**config.mk**
```make
export PLATFORM = sky130hd
export DESIGN_NAME = fctsf_ram
export DESIGN_NICKNAME = d
export VERILOG_FILES = /design/src/hdl/fctsf_ram.sv
export SDC_FILE = /design/constraint.sdc
export NUM_CORES = 1
export LEC_CHECK = 0
export BUFFER_PORTS_ARGS = -buffer_cell sky130_fd_sc_hd__buf_2
export CORE_MARGIN = 3
export CORE_UTILIZATION = 50
export CTS_BUF_LIST = sky130_fd_sc_hd__clkbuf_8
export CTS_CLUSTER_DIAMETER = 120
export CTS_CLUSTER_SIZE = 14
export DETAILED_ROUTE_END_ITERATION = 10
export GPL_ROUTABILITY_DRIVEN = 0
export PLACE_DENSITY = 0.67
export SLEW_MARGIN = 20
export SYNTH_ARGS = -nofsm -noshare
export SYNTH_HDL_FRONTEND = slang
export SYNTH_SLANG_ARGS = --single-unit
```
**constraint.sdc**
```tcl
create_clock -name aclk -period 8.4 [get_ports aclk]
set_input_delay 1.68 -clock aclk [delete_from_list [all_inputs] [get_ports aclk]]
set_output_delay 1.68 -clock aclk [all_outputs]
set_load 0.1 [all_outputs]
```
**src/hdl/fctsf_ram.sv**
```systemverilog
// Generic single-write, single-read RAM with registered read data.
`default_nettype none
module fctsf_ram #(
    parameter int WIDTH = 32,
    parameter int DEPTH = 16
) (
    input  wire logic                       aclk,
    input  wire logic                       we,
    input  wire logic [$clog2(DEPTH)-1:0]   waddr,
    input  wire logic [WIDTH-1:0]           wdata,
    input  wire logic [$clog2(DEPTH)-1:0]   raddr,
    output      logic [WIDTH-1:0]           rdata
);

    logic [WIDTH-1:0] mem [DEPTH];

    always_ff @(posedge aclk) begin
        if (we) begin
            mem[waddr] <= wdata;
        end
        rdata <= mem[raddr];
    end

endmodule
`default_nettype wire

```
==> run metrics <==
WL final 39500 µm; syn nets 880; Synth warnings 0; Max clock buf depth 3; Nets 978; FMAX 0.275 GHz; Worst setup EP type register; vias per std cell 5.96; register area 16000 µm²; Placed Cells 1408; RR Endpoint rdata[16]$_DFF_P_; most frequent cells in the layout 512 x edfxtp_1, 128 x mux4_2, 71 x buf_2; Slew Viols, Final 0; first-pass GRT wire length 58700 µm; min-delay src mem[14][8]$_DFFE_PP_; met1 Use GR 0.285; pre-CTS setup slack 4120 ps; die height 205 µm; Fillers 2879; crit path max fanout 65; Final Critical Period 3640 ps; Lkg Pwr 0.00695 µW; status finished, final reports clean; Final setup viols 0; global route overflow 0; most used cell, CP buf_4; CP delay by family, top buffers and inverters; Pint 3650 µW; Syn Area/Cell 23.7 µm²; register share of total power 0.642; # rows 72; hold slack 677 ps; post-synthesis instance area 19900 µm²; R2R cell count 3; switch share 0.232; max-cap viol count 0; critical path's slowest cell buf_4; peak supply drop 0.107 mV; GRT met2 Usage 0.306; largest net degree at the start of global routing 66; hold depth 3; Clock Pin Slew Worst Setup and Hold Paths 90 ps; worst path cell trace buf_4 -> buf_4 -> mux4_2 -> a22oi_1 -> nand2_1; Most Used Layer, Global Route met2; initial core utilization 0.510; DR WL/cell 26.5 µm; P&R area growth vs syn 9.49%; Synth cell types 18; final worst setup slack 4760 ps; CP peak stage delay 880 ps; setup tns final 0 ps; commonest non-fill, non-tap cell in the layout edfxtp_1; Slew HR 0.294; #FFs+latches synth 544; pwr dens 218 nW/µm²; Logic pwr share 0.081; drt drc 0; Die X 205 µm; WP data required 8860 ps; sequential element share of the synthesized area 0.807; root buf cell clkbuf_8; area of the multi-input gates 3750 µm²; core area 38900 µm²; actual slew at the worst max-slew pin 1060 ps; Setup Skew 15.5 ps; Port-buffer cells 73; clk_lat worst skew 580 ps; CP Class in2reg; Hold Crit Class reg2reg; Die Area 42100 µm²; CP arrival 4100 ps; post-CTS sizing 0; DRT Pass-1 Iters 5; clock share of power 0.277; Worst Setup Start Kind input pin; FF-to-FF setup slack 7030 ps; CTS Sinks 544; CTS Buf Count 44; initial antenna violation count 2; H-tree depth 2; routed vias 8891; Post-CTS Hold Fix Bufs 0; DR iter-0 viols 759; detailed placement HPWL 18900 µm; unrepaired setup endpoints after global routing false; DRT antenna net count 0; Psw 1100 µW; Tot GR Track Use 0.192; fin crit share 0.433; number of global-route vias before repair 9071; CTS tree yes; met3 Usage GRT 0.0323; share of cells above drive strength 1 0.300; Finished Layout Cells 1493; reg2reg start mem[2][16]$_DFFE_PP_; post-synthesis instance total 838; I/O pin cnt 74; Hold Path Sink rdata[8]$_DFF_P_; Bufs and invs on worst path 2; Fin. Hold Viols 0; Post-CTS Setup Bufs 0
==> logic make-up after synthesis <==
| logic type | after synthesis | synth area share |
|---|---|---|
| multiplexers | 128 | 0.145 |
| buffers and inverters | 43 | 0.0112 |
| AO/OA/AOI/OAI | 64 | 0.0242 |
| AND/OR/NAND/NOR | 59 | 0.0127 |
| flip-flops | 544 | 0.807 |
==> power groups by stage <==
stage          clock network, µW  registers, µW  logic, µW
2_1_floorplan                  0           3240        146
3_3_place_gp                   0           3110        385
3_5_place_dp                   0           3110        390
4_1_cts                     1360           3050        390
5_1_grt                     1460           3050        407
6_report                    1320           3050        385
==> synth_stat cells <==
| cell | count | area share |
|---|---|---|
| mux4_2 | 128 | 0.15 |
| nor2_1 | 13 | 0.0025 |
| nand2b_1 | 2 | 0.00063 |
| buf_1 | 9 | 0.0017 |
| buf_2 | 4 | 0.0010 |
| edfxtp_1 | 512 | 0.77 |
| a22oi_1 | 64 | 0.024 |
| nand3b_1 | 2 | 0.00076 |
| nor3_1 | 4 | 0.0010 |
| or3b_2 | 1 | 0.00044 |
| buf_6 | 2 | 0.0011 |
| nor2b_1 | 2 | 0.00063 |
| buf_4 | 11 | 0.0042 |
| dfxtp_1 | 32 | 0.032 |
| and2_1 | 1 | 0.00032 |
| clkbuf_1 | 17 | 0.0032 |
| nand3_1 | 1 | 0.00025 |
| nand2_1 | 33 | 0.0062 |
==> sequential cells by signal, summed over array words and instances (netlist names) <==
register  cells
mem         512
rdata        32
==> cell type report <==
type | count | area share
timing repair buffer | 95 | 0.0249
sequential | 544 | 0.737
clock inverter | 36 | 0.00656
clock buffer | 46 | 0.0291
tap | 518 | 0.0298
antenna | 3 | 0.000345
multi-input combinational | 251 | 0.172
==> worst reg2reg max path: stages, from the launching register on <==
cell      delay, ps
edfxtp_1        390
mux4_2          470
a22oi_1         220
nand2_1         150
==> layer usage <==
metal  up-vias  wire (µm)
met3        57       2590
li1       3744          -
met2       294      19100
met4         2        673
met5         -          7
met1      4794      17100
==> per-stage QoR <==
| stage | area [µm²] | power, µW | util |
|---|---|---|---|
| 2_1_floorplan | 19900 | 3380 | - |
| 6_report | 21700 | 4750 | 0.559 |
| 3_5_place_dp | 21000 | 3500 | 0.538 |
| 3_3_place_gp | 21000 | 3490 | 0.538 |
| 4_1_cts | 21700 | 4800 | 0.558 |
| 5_1_grt | 21700 | 4920 | 0.558 |
==> worst max path at each step <==
stage / start / end / slack [ps] / cells past startpoint
floorplan: waddr[2] / mem[0][0]$_DFFE_PP_ / 3540 / 2
global placement: raddr[1] / rdata[5]$_DFF_P_ / 4140 / 5
detailed placement: raddr[1] / rdata[5]$_DFF_P_ / 4120 / 5
CTS: raddr[1] / rdata[5]$_DFF_P_ / 4740 / 5
global route: raddr[1] / rdata[26]$_DFF_P_ / 4650 / 5
finish: raddr[1] / rdata[5]$_DFF_P_ / 4760 / 5
Power figures use the tool's default switching activity.
